--- src/hw/rtl/fmas_pkg.sv ---
// Package for the flight mode assist sequencer.
// Holds state, result and settings types, state codes and the chain lookup.
// No dependencies.
package fmas_pkg;

    localparam logic [2:0] REG_MODE_TABLE   = 3'd0;
    localparam logic [2:0] REG_ASSIST_TABLE = 3'd1;
    localparam logic [2:0] REG_STAB_TABLE   = 3'd2;
    localparam logic [2:0] REG_THR_NEUTRAL  = 3'd3;
    localparam logic [2:0] REG_NEUTRAL_OFS  = 3'd4;
    localparam logic [2:0] REG_THR_MIN      = 3'd5;

    localparam int STAB_MODES  = 6;
    localparam int STAB_TBL_W  = 3 * STAB_MODES;

    localparam logic [4:0] MODE_MANUAL    = 5'd0;
    localparam logic [4:0] MODE_STAB_LAST = 5'd6;
    localparam logic [4:0] MODE_POSHOLD   = 5'd7;
    localparam logic [4:0] MODE_PATH_LAST = 5'd15;
    localparam logic [4:0] MODE_PLANNER   = 5'd16;

    localparam logic [1:0] ASSIST_NONE        = 2'd0;
    localparam logic [1:0] ASSIST_GPS         = 2'd1;
    localparam logic [1:0] ASSIST_GPS_PRIMARY = 2'd2;

    localparam logic [1:0] CTL_PRIMARY = 2'd0;
    localparam logic [1:0] CTL_BRAKE   = 2'd1;
    localparam logic [1:0] CTL_HOLD    = 2'd2;

    localparam logic [1:0] THR_MANUAL   = 2'd0;
    localparam logic [1:0] THR_AUTO     = 2'd1;
    localparam logic [1:0] THR_OVERRIDE = 2'd2;

    localparam logic [1:0] HND_MANUAL   = 2'd0;
    localparam logic [1:0] HND_STAB     = 2'd1;
    localparam logic [1:0] HND_FOLLOWER = 2'd2;
    localparam logic [1:0] HND_PLANNER  = 2'd3;

    localparam logic [2:0] TM_CRUISE   = 3'd1;
    localparam logic [2:0] TM_ALTHOLD  = 3'd2;
    localparam logic [2:0] TM_ALTVARIO = 3'd3;

    typedef struct packed {
        logic [14:0]        neutral;
        logic signed [15:0] offset;
        logic [14:0]        min;
    } fmas_thr_cfg_t;

    typedef struct packed {
        logic [4:0]         mode;
        logic [1:0]         assist;
        logic [1:0]         ctl;
        logic [1:0]         thr;
        logic               first;
        logic signed [15:0] brake_thr;
    } fmas_state_t;

    typedef struct packed {
        logic [4:0] mode;
        logic [1:0] assist;
        logic [1:0] ctl;
        logic [1:0] thr;
        logic [1:0] handler;
        logic [2:0] chain;
        logic       changed;
    } fmas_res_t;

    function automatic logic [2:0] chain_of(input logic [1:0] handler);
        logic [2:0] c;
        unique case (handler)
            HND_MANUAL:   c = 3'b000;
            HND_STAB:     c = 3'b001;
            HND_FOLLOWER: c = 3'b011;
            HND_PLANNER:  c = 3'b111;
            default:      c = 3'b000;
        endcase
        return c;
    endfunction

endpackage

--- src/hw/rtl/flight_mode_assist_sequencer_unit.sv ---
// Top level of the flight mode assist sequencer: input register, state,
// result register and the settings port. Depends on fmas_pkg, fmas_cfg, fmas_eval.
//
// One control tick per word. A word is taken into the input register, evaluated
// combinationally against the stored mode and control state and lands in the result
// register, and a new word may be accepted every cycle while out_ready does not stall
// the output; the state update rides on the same edge that loads the result register.
// Settings are written through the cfg channel (always ready) and should only change
// while no word is in flight.
module flight_mode_assist_sequencer_unit #(
    parameter int POSITIONS = 6
) (
    input  logic                 clk,
    input  logic                 rst_n,
    input  logic                 cfg_valid,
    output logic                 cfg_ready,
    input  logic [2:0]           cfg_index,
    input  logic [((5*POSITIONS > 18) ? 5*POSITIONS : 18)-1:0] cfg_data,
    input  logic                 in_valid,
    output logic                 in_ready,
    input  logic [2:0]           switch_position,
    input  logic signed [15:0]   roll_cmd,
    input  logic signed [15:0]   pitch_cmd,
    input  logic signed [15:0]   thrust_cmd,
    input  logic                 hold_reached,
    output logic                 out_valid,
    input  logic                 out_ready,
    output logic [4:0]           flight_mode,
    output logic [1:0]           mode_assist,
    output logic [1:0]           control_state,
    output logic [1:0]           throttle_state,
    output logic [1:0]           handler_select,
    output logic [2:0]           control_chain,
    output logic                 status_changed
);
    import fmas_pkg::*;

    localparam int CFG_W = (5*POSITIONS > 18) ? 5*POSITIONS : 18;

    logic [5*POSITIONS-1:0] mode_table;
    logic [2*POSITIONS-1:0] assist_table;
    logic [STAB_TBL_W-1:0]  stab_table;
    fmas_thr_cfg_t          thr_cfg;

    logic               in_vld_reg;
    logic               in_vld_next;
    logic [2:0]         pos_reg;
    logic signed [15:0] roll_reg;
    logic signed [15:0] pitch_reg;
    logic signed [15:0] thrust_reg;
    logic               hold_reg;
    logic               out_vld_reg;
    logic               out_vld_next;
    fmas_res_t          res_reg;
    fmas_res_t          res_next;
    fmas_state_t        state_reg;
    fmas_state_t        state_next;
    logic               advance;
    logic               take;

    assign cfg_ready = 1'b1;

    fmas_cfg #(
        .POSITIONS (POSITIONS),
        .CFG_W     (CFG_W)
    ) u_cfg (
        .clk          (clk),
        .rst_n        (rst_n),
        .wr_en        (cfg_valid),
        .wr_index     (cfg_index),
        .wr_data      (cfg_data),
        .mode_table   (mode_table),
        .assist_table (assist_table),
        .stab_table   (stab_table),
        .thr_cfg      (thr_cfg)
    );

    fmas_eval #(
        .POSITIONS (POSITIONS)
    ) u_eval (
        .pos          (pos_reg),
        .roll         (roll_reg),
        .pitch        (pitch_reg),
        .thrust       (thrust_reg),
        .hold         (hold_reg),
        .mode_table   (mode_table),
        .assist_table (assist_table),
        .stab_table   (stab_table),
        .thr_cfg      (thr_cfg),
        .cur          (state_reg),
        .nxt          (state_next),
        .res          (res_next)
    );

    assign advance  = in_vld_reg && (!out_vld_reg || out_ready);
    assign in_ready = !in_vld_reg || advance;
    assign take     = in_valid && in_ready;

    always_comb
    begin
        in_vld_next = in_vld_reg;
        if (take)
            in_vld_next = 1'b1;
        else if (advance)
            in_vld_next = 1'b0;
        out_vld_next = out_vld_reg;
        if (advance)
            out_vld_next = 1'b1;
        else if (out_ready)
            out_vld_next = 1'b0;
    end

    always_ff @(posedge clk or negedge rst_n)
    begin
        if (!rst_n)
        begin
            in_vld_reg          <= 1'b0;
            out_vld_reg         <= 1'b0;
            state_reg.mode      <= MODE_MANUAL;
            state_reg.assist    <= ASSIST_NONE;
            state_reg.ctl       <= CTL_PRIMARY;
            state_reg.thr       <= THR_MANUAL;
            state_reg.first     <= 1'b1;
            state_reg.brake_thr <= 16'sd0;
        end
        else
        begin
            in_vld_reg  <= in_vld_next;
            out_vld_reg <= out_vld_next;
            if (advance)
                state_reg <= state_next;
        end
    end

    always_ff @(posedge clk)
    begin
        if (take)
        begin
            pos_reg    <= switch_position;
            roll_reg   <= roll_cmd;
            pitch_reg  <= pitch_cmd;
            thrust_reg <= thrust_cmd;
            hold_reg   <= hold_reached;
        end
        if (advance)
            res_reg <= res_next;
    end

    assign out_valid      = out_vld_reg;
    assign flight_mode    = res_reg.mode;
    assign mode_assist    = res_reg.assist;
    assign control_state  = res_reg.ctl;
    assign throttle_state = res_reg.thr;
    assign handler_select = res_reg.handler;
    assign control_chain  = res_reg.chain;
    assign status_changed = res_reg.changed;

endmodule

--- src/hw/rtl/fmas_cfg.sv ---
// Settings registers of the flight mode assist sequencer.
// Depends on fmas_pkg.
module fmas_cfg #(
    parameter int POSITIONS = 6,
    parameter int CFG_W     = 30
) (
    input  logic                   clk,
    input  logic                   rst_n,
    input  logic                   wr_en,
    input  logic [2:0]             wr_index,
    input  logic [CFG_W-1:0]       wr_data,
    output logic [5*POSITIONS-1:0] mode_table,
    output logic [2*POSITIONS-1:0] assist_table,
    output logic [fmas_pkg::STAB_TBL_W-1:0] stab_table,
    output fmas_pkg::fmas_thr_cfg_t thr_cfg
);
    import fmas_pkg::*;

    logic [5*POSITIONS-1:0] mode_table_reg;
    logic [2*POSITIONS-1:0] assist_table_reg;
    logic [STAB_TBL_W-1:0]  stab_table_reg;
    fmas_thr_cfg_t          thr_cfg_reg;

    always_ff @(posedge clk or negedge rst_n)
    begin
        if (!rst_n)
        begin
            mode_table_reg     <= '0;
            assist_table_reg   <= '0;
            stab_table_reg     <= '0;
            thr_cfg_reg.neutral <= 15'd16384;
            thr_cfg_reg.offset  <= 16'sd0;
            thr_cfg_reg.min     <= 15'd6554;
        end
        else if (wr_en)
        begin
            unique case (wr_index)
                REG_MODE_TABLE:   mode_table_reg      <= wr_data[5*POSITIONS-1:0];
                REG_ASSIST_TABLE: assist_table_reg    <= wr_data[2*POSITIONS-1:0];
                REG_STAB_TABLE:   stab_table_reg      <= wr_data[STAB_TBL_W-1:0];
                REG_THR_NEUTRAL:  thr_cfg_reg.neutral <= wr_data[14:0];
                REG_NEUTRAL_OFS:  thr_cfg_reg.offset  <= signed'(wr_data[15:0]);
                REG_THR_MIN:      thr_cfg_reg.min     <= wr_data[14:0];
                default:          ;
            endcase
        end
    end

    assign mode_table   = mode_table_reg;
    assign assist_table = assist_table_reg;
    assign stab_table   = stab_table_reg;
    assign thr_cfg      = thr_cfg_reg;

endmodule

--- src/hw/rtl/fmas_eval.sv ---
// Per-tick decision logic: mode lookup, assist choice and the
// primary/brake/hold machine. Purely combinational. Depends on fmas_pkg.
module fmas_eval #(
    parameter int POSITIONS = 6
) (
    input  logic [2:0]               pos,
    input  logic signed [15:0]       roll,
    input  logic signed [15:0]       pitch,
    input  logic signed [15:0]       thrust,
    input  logic                     hold,
    input  logic [5*POSITIONS-1:0]   mode_table,
    input  logic [2*POSITIONS-1:0]   assist_table,
    input  logic [fmas_pkg::STAB_TBL_W-1:0] stab_table,
    input  fmas_pkg::fmas_thr_cfg_t  thr_cfg,
    input  fmas_pkg::fmas_state_t    cur,
    output fmas_pkg::fmas_state_t    nxt,
    output fmas_pkg::fmas_res_t      res
);
    import fmas_pkg::*;

    logic               pos_ok;
    logic [4:0]         mode_sel;
    logic [1:0]         opt_sel;
    logic [2:0]         tm;
    logic [1:0]         assist_cfg;
    logic [1:0]         cur_ctl;
    logic [4:0]         mode;
    logic [1:0]         assist;
    logic [1:0]         ctl;
    logic [1:0]         thr;
    logic [1:0]         handler;
    logic [1:0]         pf;
    logic               stick;
    logic               brake_start;
    logic signed [17:0] s_sum;
    logic signed [20:0] t21;
    logic signed [20:0] s21;
    logic signed [20:0] t5;
    logic signed [20:0] s4;
    logic signed [20:0] s6;
    logic               neutral;
    logic               neutral_or_low;
    logic signed [23:0] t24;
    logic signed [23:0] b24;
    logic signed [23:0] t100;
    logic signed [23:0] b92;
    logic signed [23:0] b108;
    logic               out_of_band;
    logic               below_min;

    always_comb
    begin
        mode_sel = cur.mode;
        opt_sel  = ASSIST_NONE;
        for (int p = 0; p < POSITIONS; p++)
        begin
            if (pos == 3'(p))
            begin
                mode_sel = mode_table[5*p +: 5];
                opt_sel  = assist_table[2*p +: 2];
            end
        end
        tm = TM_CRUISE;
        for (int m = 0; m < STAB_MODES; m++)
        begin
            if (mode == 5'(m + 1))
                tm = stab_table[3*m +: 3];
        end
        if (mode == MODE_POSHOLD)
            tm = TM_ALTVARIO;
    end

    assign pos_ok = {1'b0, pos} < 4'(POSITIONS);
    assign mode   = pos_ok ? mode_sel : cur.mode;

    always_comb
    begin
        if (!pos_ok || opt_sel != ASSIST_GPS)
            assist_cfg = ASSIST_NONE;
        else if (tm == TM_ALTHOLD || tm == TM_ALTVARIO)
            assist_cfg = ASSIST_GPS_PRIMARY;
        else
            assist_cfg = ASSIST_GPS;
    end

    // neutral band: 4S < 5T < 6S
    assign s_sum = signed'({3'b000, thr_cfg.neutral}) + 18'(thr_cfg.offset);
    assign t21   = 21'(thrust);
    assign s21   = 21'(s_sum);
    assign t5    = (t21 <<< 2) + t21;
    assign s4    = s21 <<< 2;
    assign s6    = (s21 <<< 2) + (s21 <<< 1);
    assign neutral_or_low = t5 < s6;
    assign neutral        = (t5 > s4) && neutral_or_low;

    // deadband around the brake-start thrust, 0.92 and 1.08 with a quarter-unit margin
    assign t24  = 24'(thrust);
    assign b24  = 24'(cur.brake_thr);
    assign t100 = (t24 <<< 6) + (t24 <<< 5) + (t24 <<< 2);
    assign b92  = (b24 <<< 6) + (b24 <<< 4) + (b24 <<< 3) + (b24 <<< 2);
    assign b108 = (b24 <<< 6) + (b24 <<< 5) + (b24 <<< 3) + (b24 <<< 2);
    assign out_of_band = (t100 + 24'sd25 <= b92) || (t100 > b108 + 24'sd25);
    assign below_min   = 17'(thrust) < signed'({2'b00, thr_cfg.min});

    assign stick   = (roll != 16'sd0) || (pitch != 16'sd0);
    assign cur_ctl = (hold && cur.ctl == CTL_BRAKE) ? CTL_HOLD : cur.ctl;

    always_comb
    begin
        assist      = cur.assist;
        ctl         = cur_ctl;
        thr         = cur.thr;
        handler     = HND_MANUAL;
        brake_start = 1'b0;
        pf          = (assist_cfg == ASSIST_GPS) ? THR_AUTO : THR_MANUAL;
        if (mode != cur.mode)
        begin
            assist = ASSIST_NONE;
            ctl    = CTL_PRIMARY;
            thr    = THR_MANUAL;
        end
        priority if (mode == MODE_MANUAL)
        begin
            handler = HND_MANUAL;
        end
        else if (mode <= MODE_STAB_LAST)
        begin
            handler = HND_STAB;
            assist  = assist_cfg;
            if (assist_cfg != ASSIST_NONE)
            begin
                priority case (ctl)
                    CTL_PRIMARY:
                    begin
                        if (!stick)
                        begin
                            ctl         = CTL_BRAKE;
                            thr         = below_min ? THR_MANUAL : pf;
                            handler     = HND_FOLLOWER;
                            brake_start = 1'b1;
                        end
                        else
                            thr = THR_MANUAL;
                    end
                    CTL_BRAKE:
                    begin
                        if (stick)
                        begin
                            ctl = CTL_PRIMARY;
                            thr = THR_MANUAL;
                        end
                        else
                        begin
                            thr     = (pf == THR_AUTO && out_of_band) ? THR_MANUAL : pf;
                            handler = HND_FOLLOWER;
                        end
                    end
                    CTL_HOLD:
                    begin
                        if (assist_cfg == ASSIST_GPS_PRIMARY || thr == THR_MANUAL)
                        begin
                            if (stick)
                                ctl = CTL_PRIMARY;
                            else
                                handler = HND_FOLLOWER;
                            thr = THR_MANUAL;
                        end
                        else if (neutral_or_low && stick)
                        begin
                            ctl = CTL_PRIMARY;
                            thr = THR_MANUAL;
                        end
                        else
                        begin
                            if (thr == THR_AUTO)
                                thr = neutral ? THR_OVERRIDE : THR_AUTO;
                            else if (thr == THR_OVERRIDE)
                                thr = neutral ? THR_OVERRIDE : THR_MANUAL;
                            else
                                thr = pf;
                            handler = HND_FOLLOWER;
                        end
                    end
                    default: ;
                endcase
            end
        end
        else if (mode == MODE_POSHOLD)
        begin
            assist = assist_cfg;
            if (assist_cfg != ASSIST_NONE)
            begin
                thr = pf;
                if (ctl == CTL_PRIMARY)
                    ctl = CTL_BRAKE;
            end
            handler = HND_FOLLOWER;
        end
        else if (mode <= MODE_PATH_LAST)
        begin
            handler = HND_FOLLOWER;
        end
        else if (mode == MODE_PLANNER)
        begin
            handler = HND_PLANNER;
        end
        else
        begin
            handler = HND_MANUAL;
        end
    end

    always_comb
    begin
        res.mode    = mode;
        res.assist  = assist;
        res.ctl     = ctl;
        res.thr     = thr;
        res.handler = handler;
        res.chain   = chain_of(handler);
        res.changed = cur.first || mode != cur.mode || assist != cur.assist
                      || ctl != cur_ctl || thr != cur.thr;
        nxt.mode      = mode;
        nxt.assist    = assist;
        nxt.ctl       = ctl;
        nxt.thr       = thr;
        nxt.first     = 1'b0;
        nxt.brake_thr = brake_start ? thrust : cur.brake_thr;
    end

endmodule
--- config.mk ---
export PLATFORM = sky130hd
export DESIGN_NAME = flight_mode_assist_sequencer_unit
export DESIGN_NICKNAME = d
export VERILOG_FILES = /design/src/hw/rtl/fmas_pkg.sv /design/src/hw/rtl/flight_mode_assist_sequencer_unit.sv /design/src/hw/rtl/fmas_cfg.sv /design/src/hw/rtl/fmas_eval.sv
export SDC_FILE = /design/constraint.sdc
export NUM_CORES = 1
export LEC_CHECK = 0
export ABC_AREA = 0
export BUFFER_PORTS_ARGS = -buffer_cell sky130_fd_sc_hd__buf_2
export CAP_MARGIN = 30
export CORE_MARGIN = 1.5
export CORE_UTILIZATION = 35
export CTS_BUF_LIST = sky130_fd_sc_hd__clkbuf_8
export CTS_CLUSTER_SIZE = 30
export DETAILED_ROUTE_END_ITERATION = 8
export PLACE_DENSITY = 0.48
export SLEW_MARGIN = 0
export SYNTH_ARGS = -nofsm -noshare
export SYNTH_HDL_FRONTEND = slang
export SYNTH_HIERARCHICAL = 1
export SYNTH_SLANG_ARGS = --single-unit
--- constraint.sdc ---
create_clock -name clk -period 7.5 [get_ports clk]
set_clock_uncertainty 0.2 [all_clocks]
set_input_delay 1.875 -clock clk [delete_from_list [all_inputs] [get_ports clk]]
set_output_delay 1.875 -clock clk [all_outputs]
set_load 0.01 [all_outputs]
==> reports/results.tsv <==
stage	metric	value	unit
final_layout	final_cells	2311	
route	ant_nets	0	
power	p_per_area	294	nW/um2
sta	worst-slew-pin-transition	0.943	ns
job	cap_violations	0	
power	finalPower	5.44	mW
clocking	postCtsSetupRepairBufs	0	
clocking	ctsResizeCount	0	
critical_path	critPathMaxFanout	6	
synth	avgSynthCellArea	10.6	um2
grt	busiest_layer	met2	
clocking	cts_root_buffer	clkbuf_8	
grt	grt_use_met3	3.08	%
critical_path	crit_type	flip-flop to flip-flop	
final_layout	area_growth	9.23	%
die	die_y	223	um
die	die_w	223	um
route	routedWlPerCell	18.4	um
route	drc	0	
placement	dp.final_hpwl	33.3	mm
route	first_pass_iters	5	
critical_path	cp-end-kind	flip-flop	
final_layout	final_common_cell	ha_1	
critical_path	arrival	7.13	ns
grt	antenna_found_initial	0	
sta	hold_viol	0	
sta	fmax	0.146	GHz
die	initial_core_util	35.4	%
clocking	cts_tree	yes	
grt	use_met2	29.4	%
placement	place_inst	2279	
final_layout	largest_reg_flops	46	
sta	min_period	6.83	ns
die	die_area	49700	um2
clocking	clock-sinks	199	
sta	finalSetupViolCount	0	
grt	grt_pass1_vias	12295	
clocking	clk_pin_slew	0.12	ns
critical_path	critPathRequiredTime	7.81	ns
sta	slew_headroom	37.1	%
synth	yosys_warnings	6	
placement	port_buffers	108	
synth	syn-cell-area	16900	um2
sta	slew_violations	0	
route	viasPerCell	5.20	
route	routed_wl	42.6	mm
clocking	cts_buffer_depth	2	
synth	synth_nets	1949	
clocking	cts_buffers	17	
clocking	clock_latency	0.57	ns
critical_path	cpLargestDelayFamily	compound AO/OA/AOI/OAI gates	
final_layout	nNetsFinal	2042	
power	p_leak	8.44	nW
critical_path	start_kind	flip-flop	
final_layout	drive_above_1_share	19.0	%
power	peakVddDrop	0.214	mV
clocking	h-tree-depth	4	
run_status	status	completed	
grt	grtUsageMet1	23.5	%
die	fp-row-count	80	
min_path	hp-class	flip-flop to flip-flop	
critical_path	cpMaxStageDelayCell	fa_1	
clocking	cts_hold_buf	0	
sta	tns	0	ns
final_layout	postLayoutCoreUtil	38.7	%
sta	rsz0062_at_grt	false	
grt	overflow	0	
grt	grt_pass1_wl	68.2	mm
placement	gp_congestion	0.858	
sta	final.period_utilization	91.1	%
critical_path	path_buf_inv	2	
grt	track_usage	17.9	%
die	ios	110	
route	initialDrtViolationCount	576	
final_layout	antenna-diode-count	0	
die	coreArea	47700	um2
route	vias	12023	
synth	synthCells	1590	
grt	grt_start_max_net_pins	80	
final_layout	final_cell_mix	ha_1, inv_1, dfrtp_1	
critical_path	cpPeakStageDelay	0.49	ns
## path summary, 6_finish.rpt
| check | startpoint | end | slack (ns) | cells after the start |
|---|---|---|---|---|
| hold / removal | u_cfg/mode_table[21] | u_cfg/mode_table[21] | 0.30 | 1 |
| setup / recovery | state_reg[3] | state_reg[17] | 0.67 | 27 |
| min in group asynchronous | rst_n | u_cfg/thr_cfg[18] | 1.13 | 1 |
| setup reg to reg | state_reg[3] | state_reg[17] | 0.67 | 27 |
| max in group asynchronous | rst_n | state_reg[18] | 4.76 | 2 |
| hold reg to reg | u_cfg/mode_table[21] | u_cfg/mode_table[21] | 0.30 | 1 |
## through the flow
step	setup slack (ns)	cell area, um2	hold WS [ns]
finish	0.671	18500	0.297
global route	0.302	18500	0.321
CTS	0.673	18500	0.300
detailed placement	0.764	18000	0.275
global placement	0.941	18000	0.265
floorplan	1.52	16900	0.252
## routing by layer
metal  vias up  share of wire [%]  wire [um]
li1       5915                  -          -
met1      5886                 47      20100
met2       168                 47      20200
met3        54                2.9       1220
met4         0                2.6       1100
met5         -                  0          0
## where the power goes
part	switching, mW	internal [mW]	total, mW	leakage (nW)
Clock	0.483	0.296	0.779	0.222
Combinational	1.77	1.43	3.21	5.97
Sequential	0.141	1.31	1.45	2.25
## final cells by class
type                       count  area, um2
fill                        4672      29300
tap                          615        769
clock buffer                  17        234
timing repair buffer         117        634
clock inverter                15        213
inverter                     150        563
multi-input combinational   1198      10700
sequential                   199       5340
No activity file was read; power rests on OpenSTA's default activity.
